**src/hw/rtl/mwm_pkg.sv**
```systemverilog
// ----------------------------------------------------------------------------
// mwm_pkg
// Shared widths, wheel lane indexes and types for the mecanum wheel mixer.
// ----------------------------------------------------------------------------
package mwm_pkg;

    localparam int IN_W          = 16;
    localparam int SUM_W         = 18;
    localparam int MAG_W         = 17;
    localparam int DUTY_W        = 8;
    localparam int DUTY_MAX_W    = 16;
    localparam int LANES         = 4;

    localparam int FRAC_BITS_DEF = 14;
    localparam int DUTY_MAX_DEF  = 255;

    localparam int WHEEL_FL      = 0;
    localparam int WHEEL_FR      = 1;
    localparam int WHEEL_BL      = 2;
    localparam int WHEEL_BR      = 3;

    typedef logic signed [IN_W-1:0]  t_vel;
    typedef logic signed [SUM_W-1:0] t_sum;
    typedef logic        [MAG_W-1:0] t_mag;
    typedef logic        [DUTY_W-1:0] t_duty;

endpackage

```
**src/hw/rtl/mwm_if.sv**
```systemverilog
// ----------------------------------------------------------------------------
// mwm_cmd_if / mwm_whl_if
// Valid/ready channels: chassis velocity command in, wheel drive result out.
// ----------------------------------------------------------------------------
interface mwm_cmd_if;
    logic          valid;
    logic          ready;
    mwm_pkg::t_vel vel_forward;
    mwm_pkg::t_vel vel_sideways;
    mwm_pkg::t_vel turn_rate;

    modport source (output valid, output vel_forward, output vel_sideways,
                    output turn_rate, input ready);
    modport sink   (input valid, input vel_forward, input vel_sideways,
                    input turn_rate, output ready);
endinterface

interface mwm_whl_if;
    logic           valid;
    logic           ready;
    mwm_pkg::t_duty duty_front_left;
    logic           fwd_front_left;
    mwm_pkg::t_duty duty_front_right;
    logic           fwd_front_right;
    mwm_pkg::t_duty duty_back_left;
    logic           fwd_back_left;
    mwm_pkg::t_duty duty_back_right;
    logic           fwd_back_right;

    modport source (output valid, output duty_front_left, output fwd_front_left,
                    output duty_front_right, output fwd_front_right,
                    output duty_back_left, output fwd_back_left,
                    output duty_back_right, output fwd_back_right, input ready);
    modport sink   (input valid, input duty_front_left, input fwd_front_left,
                    input duty_front_right, input fwd_front_right,
                    input duty_back_left, input fwd_back_left,
                    input duty_back_right, input fwd_back_right, output ready);
endinterface

```
**src/hw/rtl/mecanum_wheel_mixer_unit.sv**
```systemverilog
// Takes one chassis velocity command per cycle unless the output stalls, and
// returns direction and PWM duty for all four mecanum wheels. Wheel speeds are
// vx-vy-w, vx+vy+w, vx+vy-w and vx-vy+w; when the largest magnitude exceeds
// 1.0 every wheel is scaled by it, truncating toward zero. The normalizing
// divider resolves one quotient bit per pipeline stage for the four wheels
// side by side; sustained rate is one transfer per cycle while the output
// accepts. Stages hold their own valid bits, so bubbles collapse and a new
// command is taken while a finished result waits on the output.
// ----------------------------------------------------------------------------
// mecanum_wheel_mixer_unit
// Mecanum inverse kinematics with peak normalization, fully pipelined.
// ----------------------------------------------------------------------------
module mecanum_wheel_mixer_unit #(
    parameter int FRAC_BITS = mwm_pkg::FRAC_BITS_DEF,
    parameter int DUTY_MAX  = mwm_pkg::DUTY_MAX_DEF
) (
    input  logic        i_clk,
    input  logic        i_rst_n,
    mwm_cmd_if.sink     i_cmd,
    mwm_whl_if.source   o_whl
);

    localparam int LANES      = mwm_pkg::LANES;
    localparam int MAG_W      = mwm_pkg::MAG_W;
    localparam int SUM_W      = mwm_pkg::SUM_W;
    localparam int DUTY_W     = mwm_pkg::DUTY_W;
    localparam int DMW        = mwm_pkg::DUTY_MAX_W;
    localparam int QUO_W      = FRAC_BITS + 1;
    localparam int DIV_STAGES = FRAC_BITS + 1;
    localparam int DVS_W      = (QUO_W > MAG_W) ? QUO_W : MAG_W;
    localparam int STG_DIV0   = 3;
    localparam int NUM_STAGES = DIV_STAGES + 4;
    localparam int STG_OUT    = NUM_STAGES - 1;
    localparam int PROD_W     = QUO_W + DMW;

    localparam logic [DVS_W-1:0] ONE_Q  = {{(DVS_W-1){1'b0}}, 1'b1} << FRAC_BITS;
    localparam logic [DMW-1:0]   DUTY_K = DMW'(DUTY_MAX);

    logic [NUM_STAGES-1:0] r_vld;
    logic [NUM_STAGES-1:0] n_vld;
    logic [NUM_STAGES:0]   en;

    mwm_pkg::t_sum vx, vy, wr;
    mwm_pkg::t_sum n_sum [LANES];
    mwm_pkg::t_sum r_sum [LANES];

    mwm_pkg::t_mag n_mag1 [LANES];
    mwm_pkg::t_mag r_mag1 [LANES];
    logic [LANES-1:0] n_fwd1, r_fwd1;

    mwm_pkg::t_mag     peak_a, peak_b, peak;
    logic [DVS_W-1:0]  n_dvs2, r_dvs2;
    logic [DVS_W-1:0]  r_mag2 [LANES];
    logic [LANES-1:0]  r_fwd2;

    logic [DVS_W-1:0]  r_rem [DIV_STAGES][LANES];
    logic [QUO_W-1:0]  r_quo [DIV_STAGES][LANES];
    logic [DVS_W-1:0]  r_dvs [DIV_STAGES];
    logic [LANES-1:0]  r_fwd [DIV_STAGES];

    logic [PROD_W-1:0] prod [LANES];
    mwm_pkg::t_duty    r_duty [LANES];
    logic [LANES-1:0]  r_fwdo;

    // stage enables: a stage loads when empty or when its successor moves on
    always_comb begin
        en[NUM_STAGES] = o_whl.ready;
        for (int k = NUM_STAGES - 1; k >= 0; k--) begin
            en[k] = !r_vld[k] || en[k+1];
        end
    end

    assign n_vld = {r_vld[NUM_STAGES-2:0], i_cmd.valid};

    always_ff @(posedge i_clk) begin
        if (!i_rst_n) begin
            r_vld <= '0;
        end else begin
            for (int k = 0; k < NUM_STAGES; k++) begin
                if (en[k]) begin
                    r_vld[k] <= n_vld[k];
                end
            end
        end
    end

    assign i_cmd.ready = en[0];

    // stage 0: wheel sums
    always_comb begin
        vx = mwm_pkg::t_sum'(i_cmd.vel_forward);
        vy = mwm_pkg::t_sum'(i_cmd.vel_sideways);
        wr = mwm_pkg::t_sum'(i_cmd.turn_rate);
        n_sum[mwm_pkg::WHEEL_FL] = vx - vy - wr;
        n_sum[mwm_pkg::WHEEL_FR] = vx + vy + wr;
        n_sum[mwm_pkg::WHEEL_BL] = vx + vy - wr;
        n_sum[mwm_pkg::WHEEL_BR] = vx - vy + wr;
    end

    always_ff @(posedge i_clk) begin
        if (en[0]) begin
            r_sum <= n_sum;
        end
    end

    // stage 1: magnitudes and direction
    always_comb begin
        for (int i = 0; i < LANES; i++) begin
            n_mag1[i] = r_sum[i][SUM_W-1] ? mwm_pkg::t_mag'(-r_sum[i])
                                          : mwm_pkg::t_mag'(r_sum[i]);
            n_fwd1[i] = !r_sum[i][SUM_W-1] && (r_sum[i] != '0);
        end
    end

    always_ff @(posedge i_clk) begin
        if (en[1]) begin
            r_mag1 <= n_mag1;
            r_fwd1 <= n_fwd1;
        end
    end

    // stage 2: peak and divisor; divide by 1.0 when no scaling is needed
    always_comb begin
        peak_a = (r_mag1[0] > r_mag1[1]) ? r_mag1[0] : r_mag1[1];
        peak_b = (r_mag1[2] > r_mag1[3]) ? r_mag1[2] : r_mag1[3];
        peak   = (peak_a > peak_b) ? peak_a : peak_b;
        n_dvs2 = (DVS_W'(peak) > ONE_Q) ? DVS_W'(peak) : ONE_Q;
    end

    always_ff @(posedge i_clk) begin
        if (en[2]) begin
            for (int i = 0; i < LANES; i++) begin
                r_mag2[i] <= DVS_W'(r_mag1[i]);
            end
            r_dvs2 <= n_dvs2;
            r_fwd2 <= r_fwd1;
        end
    end

    // divider: one quotient bit per stage, integer bit first
    for (genvar d = 0; d < DIV_STAGES; d++) begin : g_div
        logic [DVS_W-1:0] rem_in [LANES];
        logic [QUO_W-1:0] quo_in [LANES];
        logic [DVS_W-1:0] dvs_in;
        logic [LANES-1:0] fwd_in;
        logic [DVS_W-1:0] n_rem [LANES];
        logic [QUO_W-1:0] n_quo [LANES];

        if (d == 0) begin : g_first
            always_comb begin
                for (int i = 0; i < LANES; i++) begin
                    rem_in[i] = r_mag2[i];
                    quo_in[i] = '0;
                end
                dvs_in = r_dvs2;
                fwd_in = r_fwd2;
            end
        end else begin : g_next
            always_comb begin
                for (int i = 0; i < LANES; i++) begin
                    rem_in[i] = r_rem[d-1][i];
                    quo_in[i] = r_quo[d-1][i];
                end
                dvs_in = r_dvs[d-1];
                fwd_in = r_fwd[d-1];
            end
        end

        always_comb begin
            logic [DVS_W:0] trial;
            logic [DVS_W:0] diff;
            logic           ge;
            for (int i = 0; i < LANES; i++) begin
                trial = (d == 0) ? {1'b0, rem_in[i]} : {rem_in[i], 1'b0};
                diff  = trial - {1'b0, dvs_in};
                ge    = (trial >= {1'b0, dvs_in});
                n_rem[i] = ge ? diff[DVS_W-1:0] : trial[DVS_W-1:0];
                n_quo[i] = {quo_in[i][QUO_W-2:0], ge};
            end
        end

        always_ff @(posedge i_clk) begin
            if (en[STG_DIV0 + d]) begin
                r_rem[d] <= n_rem;
                r_quo[d] <= n_quo;
                r_dvs[d] <= dvs_in;
                r_fwd[d] <= fwd_in;
            end
        end
    end

    // output stage: scale to duty
    always_comb begin
        for (int i = 0; i < LANES; i++) begin
            prod[i] = PROD_W'(r_quo[DIV_STAGES-1][i]) * PROD_W'(DUTY_K);
        end
    end

    always_ff @(posedge i_clk) begin
        if (en[STG_OUT]) begin
            for (int i = 0; i < LANES; i++) begin
                r_duty[i] <= prod[i][FRAC_BITS +: DUTY_W];
            end
            r_fwdo <= r_fwd[DIV_STAGES-1];
        end
    end

    assign o_whl.valid            = r_vld[STG_OUT];
    assign o_whl.duty_front_left  = r_duty[mwm_pkg::WHEEL_FL];
    assign o_whl.fwd_front_left   = r_fwdo[mwm_pkg::WHEEL_FL];
    assign o_whl.duty_front_right = r_duty[mwm_pkg::WHEEL_FR];
    assign o_whl.fwd_front_right  = r_fwdo[mwm_pkg::WHEEL_FR];
    assign o_whl.duty_back_left   = r_duty[mwm_pkg::WHEEL_BL];
    assign o_whl.fwd_back_left    = r_fwdo[mwm_pkg::WHEEL_BL];
    assign o_whl.duty_back_right  = r_duty[mwm_pkg::WHEEL_BR];
    assign o_whl.fwd_back_right   = r_fwdo[mwm_pkg::WHEEL_BR];

endmodule

```
**src/flat_wrapper.sv**
```systemverilog
// flat-port wrapper written by rule: the top's interface ports become plain ports
module mecanum_wheel_mixer_unit_flat 
#(
    parameter int FRAC_BITS = mwm_pkg::FRAC_BITS_DEF,
    parameter int DUTY_MAX  = mwm_pkg::DUTY_MAX_DEF
)
  (i_clk, i_rst_n, i_cmd_valid, i_cmd_vel_forward, i_cmd_vel_sideways, i_cmd_turn_rate, i_cmd_ready, o_whl_valid, o_whl_duty_front_left, o_whl_fwd_front_left, o_whl_duty_front_right, o_whl_fwd_front_right, o_whl_duty_back_left, o_whl_fwd_back_left, o_whl_duty_back_right, o_whl_fwd_back_right, o_whl_ready);
  mwm_cmd_if i_cmd_i ();
  mwm_whl_if o_whl_i ();
  input  logic i_clk;
  input  logic i_rst_n;
  input wire logic [$bits(i_cmd_i.valid)-1:0] i_cmd_valid;
  input wire logic [$bits(i_cmd_i.vel_forward)-1:0] i_cmd_vel_forward;
  input wire logic [$bits(i_cmd_i.vel_sideways)-1:0] i_cmd_vel_sideways;
  input wire logic [$bits(i_cmd_i.turn_rate)-1:0] i_cmd_turn_rate;
  output wire logic [$bits(i_cmd_i.ready)-1:0] i_cmd_ready;
  output wire logic [$bits(o_whl_i.valid)-1:0] o_whl_valid;
  output wire logic [$bits(o_whl_i.duty_front_left)-1:0] o_whl_duty_front_left;
  output wire logic [$bits(o_whl_i.fwd_front_left)-1:0] o_whl_fwd_front_left;
  output wire logic [$bits(o_whl_i.duty_front_right)-1:0] o_whl_duty_front_right;
  output wire logic [$bits(o_whl_i.fwd_front_right)-1:0] o_whl_fwd_front_right;
  output wire logic [$bits(o_whl_i.duty_back_left)-1:0] o_whl_duty_back_left;
  output wire logic [$bits(o_whl_i.fwd_back_left)-1:0] o_whl_fwd_back_left;
  output wire logic [$bits(o_whl_i.duty_back_right)-1:0] o_whl_duty_back_right;
  output wire logic [$bits(o_whl_i.fwd_back_right)-1:0] o_whl_fwd_back_right;
  input wire logic [$bits(o_whl_i.ready)-1:0] o_whl_ready;
  assign i_cmd_i.valid = i_cmd_valid;
  assign i_cmd_i.vel_forward = i_cmd_vel_forward;
  assign i_cmd_i.vel_sideways = i_cmd_vel_sideways;
  assign i_cmd_i.turn_rate = i_cmd_turn_rate;
  assign i_cmd_ready = i_cmd_i.ready;
  assign o_whl_valid = o_whl_i.valid;
  assign o_whl_duty_front_left = o_whl_i.duty_front_left;
  assign o_whl_fwd_front_left = o_whl_i.fwd_front_left;
  assign o_whl_duty_front_right = o_whl_i.duty_front_right;
  assign o_whl_fwd_front_right = o_whl_i.fwd_front_right;
  assign o_whl_duty_back_left = o_whl_i.duty_back_left;
  assign o_whl_fwd_back_left = o_whl_i.fwd_back_left;
  assign o_whl_duty_back_right = o_whl_i.duty_back_right;
  assign o_whl_fwd_back_right = o_whl_i.fwd_back_right;
  assign o_whl_i.ready = o_whl_ready;
  mecanum_wheel_mixer_unit #(.FRAC_BITS(FRAC_BITS), .DUTY_MAX(DUTY_MAX)) u_core (.i_clk(i_clk), .i_rst_n(i_rst_n), .i_cmd(i_cmd_i), .o_whl(o_whl_i));
endmodule
```
**config.mk**
```make
export PLATFORM = sky130hd
export DESIGN_NAME = mecanum_wheel_mixer_unit_flat
export DESIGN_NICKNAME = d
export VERILOG_FILES = /design/src/hw/rtl/mwm_pkg.sv /design/src/hw/rtl/mwm_if.sv /design/src/hw/rtl/mecanum_wheel_mixer_unit.sv /design/src/flat_wrapper.sv
export SDC_FILE = /design/constraint.sdc
export NUM_CORES = 2
export LEC_CHECK = 0
export ABC_CLOCK_PERIOD_IN_PS = 9100
export BUFFER_PORTS_ARGS = -buffer_cell sky130_fd_sc_hd__buf_4
export CORE_ASPECT_RATIO = 1.2
export CORE_UTILIZATION = 50
export DETAILED_ROUTE_END_ITERATION = 10
export PLACE_DENSITY = 0.65
export SYNTH_ARGS = -nofsm -noshare
export SYNTH_HDL_FRONTEND = slang
export SYNTH_SLANG_ARGS = --single-unit
```
**constraint.sdc**
```tcl
create_clock -name i_clk -period 9.1 [get_ports i_clk]
set_clock_uncertainty 0.2 [all_clocks]
set_input_delay 0.455 -clock i_clk [delete_from_list [all_inputs] [get_ports i_clk]]
set_output_delay 0.455 -clock i_clk [all_outputs]
set_load 0.005 [all_outputs]
```
==> impl_results.md <==
- Most used DFF post-synth: edfxtp_1
- Initial core utilization: 50.37%
- Yosys warns: 0
- Syn Inst Count: 11,898
- Nets: 13,761
- Post-synth EDFFs: 1,993
- Max Fclk: 0.1347 GHz
- Crit-path max FO: 58
- Setup WS post-layout: 1.676 ns
- Drt total wl: 388,100 µm
- Distinct cells, synth: 94
- Post-route minimum period: 7.424 ns
- Setup repair bufs after CTS: 0
- Hold WC Path Type: input pin to flip-flop
- DIE HEIGHT: 566.1 µm
- GPL Wtd Cong: 0.9356
- DR WL/cell: 24.57 µm
- CTS tree: built
- Number of max-cap violations: 0
- Largest net degree at the start of global routing: 113
- Syn Nets: 13,585
- Synthesized area: 0.1326 mm²
- Die X: 472.0 µm
- Commonest non-fill, non-tap cells in the layout: 1,993 x edfxtp_1, 1,317 x ha_1, 973 x inv_1, 892 x nor2_1, 725 x a21oi_1
- DP Wirelength: 310,100 µm
- DRC viols: 0
- GR Util All Layers: 28.39%
- DRT antenna net count: 0
- Crit share post-route: 81.58%
- Clock Pin Slew Worst Setup and Hold Paths: 0.06 ns
- Final hold viol count: 0
- CTS buffer count: 219
- # IOs: 90
- WP data required: 8.45 ns
- Via count: 93,182
- Setup TNS: 0 ns
- Fillers: 22,514
- Total gr overflow: 0
- Layout cells sized above 1: 8.582%
- WS Path Type: flip-flop to primary output
- Finished Core Util: 54.99%
- DRT iter0 DRCs: 7,208
- Worst r2r path cells: 18
- Area Growth Syn to Fin: 9.160%
- DP Worst Slack: 2.103 ns
- Asr flop ratio synth: 0%
- Skew-Pair Late Insertion Delay: 0.91 ns
- Reg-to-reg critical path endpoint: u_core.g_div[0].dvs_in[4]$_SDFFCE_PP0P_
- #FFs+latches synth: 2,012
- Worst setup EP type: primary output
- Initial antenna violation count: 10
- Die ar.: 0.2672 mm²
- Input/output buffers: 89
- Worst reg2reg startpoint: u_core.r_mag1[50]$_DFFE_PP_
- CTS sink count: 2,012
- Hold Crit Depth: 4
- Slew at the pin closest to its max-slew limit: 1.171 ns
- Rows: 206
- CTS resizes: 0
- Critical path arrival: 6.77 ns
- Relative slew slack: 21.95%
- Clock root cell: clkbuf_16
- Avg Cell Area, Syn: 11.14 µm²
- Hold Crit Start: i_cmd_vel_sideways[0]
- Critical Path Source Type: flip-flop
- Vias in the first global route: 91,105
- Clk buf depth: 4
- Post-DP Area: 0.1373 mm²
- RSZ-0062 raised after global routing: false
- Commonest non-fill, non-tap cell in the layout: edfxtp_1
- Number of H-tree levels: 4
- First-pass GRT wire length: 571,200 µm
- Sequential-to-total area share from yosys stat: 45.43%
- Hold path endpoint: u_core.r_sum[0]$_DFFE_PP_
- Endpoints failing setup: 0
- Pre-antenna DRT Iters: 6
- R2R Setup Slk: 1.99 ns
- Core area: 0.2632 mm²
- Fin area: 0.1447 mm²
- Fin. max-slew vios: 0
- Routed vias/inst: 5.901
- Outcome: finished, final reports clean
==> logic make-up after synthesis <==
logic type / share of synthesized area [%]
AOI/OAI and AO/OA: 12.35
xor gates and xnor gates: 5.761
adders and majority gates: 17.23
buffers and inverters: 3.463
DFF: 45.43
muxes: 4.254
and+or+nand+nor: 11.51
==> cells in the mapped netlist, drive strengths merged (51+ instances only) <==
cell / n / share of area (%)
o31ai: 148 / 0.84
clkbuf: 150 / 0.42
a21oi: 735 / 2.8
inv: 984 / 2.8
o21bai: 55 / 0.31
o211ai: 73 / 0.41
nor2: 896 / 2.5
fa: 318 / 4.8
o21a: 214 / 1.2
nand3: 242 / 0.92
nor4: 52 / 0.25
xor2: 324 / 2.1
o21ai: 545 / 2.1
nand2: 698 / 2.0
nor2b: 190 / 0.90
mux2: 403 / 3.6
and2: 58 / 0.27
or3: 140 / 0.66
xnor2: 548 / 3.6
a31oi: 60 / 0.28
nor3: 424 / 1.6
edfxtp: 1993 / 45
a21o: 184 / 1.0
ha: 1317 / 12
mux2i: 92 / 0.69
nand4: 119 / 0.56
a21boi: 90 / 0.51
a211oi: 74 / 0.46
nand2b: 102 / 0.48
and3: 112 / 0.53
or2: 51 / 0.24
==> state kept, by name (all words and copies together), names as in the netlist <==
register / flops
u_core.g_div.dvs_in: 17
u_core.g_div.fwd_in: 4
u_core.r_duty: 32
u_core.r_dvs: 238
u_core.r_fwd: 60
u_core.r_fwd1: 4
u_core.r_fwdo: 4
u_core.r_mag1: 66
u_core.r_mag2: 66
u_core.r_quo: 480
u_core.r_rem: 952
u_core.r_sum: 70
u_core.r_vld: 19
==> critical path, stage by stage, from the launching register on <==
cell and delay, ns:
dfxtp_1 0.32, nor2b_2 0.29, inv_2 0.40, or4_4 0.87, nor3_2 0.62, nand3_4 0.74, nor2_2 0.59, and3_1 0.59
and3_2 0.42, nand3_4 0.53, buf_4 0.37
==> area by class of cell <==
cell class | count | area, µm² | share of cell area (%)
Clock buffer | 252 | 5688 | 3.931
Antenna cell | 10 | 25.02 | 0.01729
Sequential cell | 2012 | 60230 | 41.62
Clock inverter | 141 | 1559 | 1.077
Inverter | 984 | 3719 | 2.570
Timing Repair Buffer | 150 | 1174 | 0.8110
Tap cell | 3536 | 4424 | 3.057
Multi-Input combinational cell | 8707 | 67890 | 46.92
==> worst max path at each step <==
stage | from | endpoint | slack, ns | depth (start not counted)
floorplan | o_whl_ready | u_core.r_sum[0]$_DFFE_PP_ | 1.28 | 9
global placement | u_core.r_mag1[50]$_DFFE_PP_ | u_core.g_div[0].dvs_in[2]$_SDFFCE_PP0P_ | 2.12 | 18
detailed placement | u_core.r_mag1[50]$_DFFE_PP_ | u_core.g_div[0].dvs_in[3]$_SDFFCE_PP0P_ | 2.10 | 18
CTS | u_core.r_vld[18]$_SDFFE_PN0P_ | i_cmd_ready | 1.48 | 10
global route | u_core.r_vld[18]$_SDFFE_PN0P_ | i_cmd_ready | 1.23 | 10
finish | u_core.r_vld[18]$_SDFFE_PN0P_ | i_cmd_ready | 1.68 | 10
==> timing repair <==
action	in CTS	in global routing
endpoints found under the setup margin	0	0
hold buffers	9	0
endpoints found under the hold margin	29	0
==> per-stage QoR <==
| stage | hold WS [ns] | std cells |
|---|---|---|
| after global routing | 0.04389 | 15787 |
| after CTS | 0.0003236 | 15782 |
| after global placement | 0.2006 | 15380 |
| after floorplan | 0.2003 | 11898 |
| after detailed placement | 0.2045 | 15380 |
| final | 0.04674 | 15792 |
==> metal layers <==
metal	global-route usage, %	vias to the layer above	wire length (µm)
met5	0	-	7
met4	10.09	2	15100
met3	3.440	624	18660
met2	50.33	2504	194800
met1	35.36	45918	159400
li1	-	44134	-
Power is not shown: default switching activity piles up to over one toggle a cycle in this logic, so the estimate is an artifact.
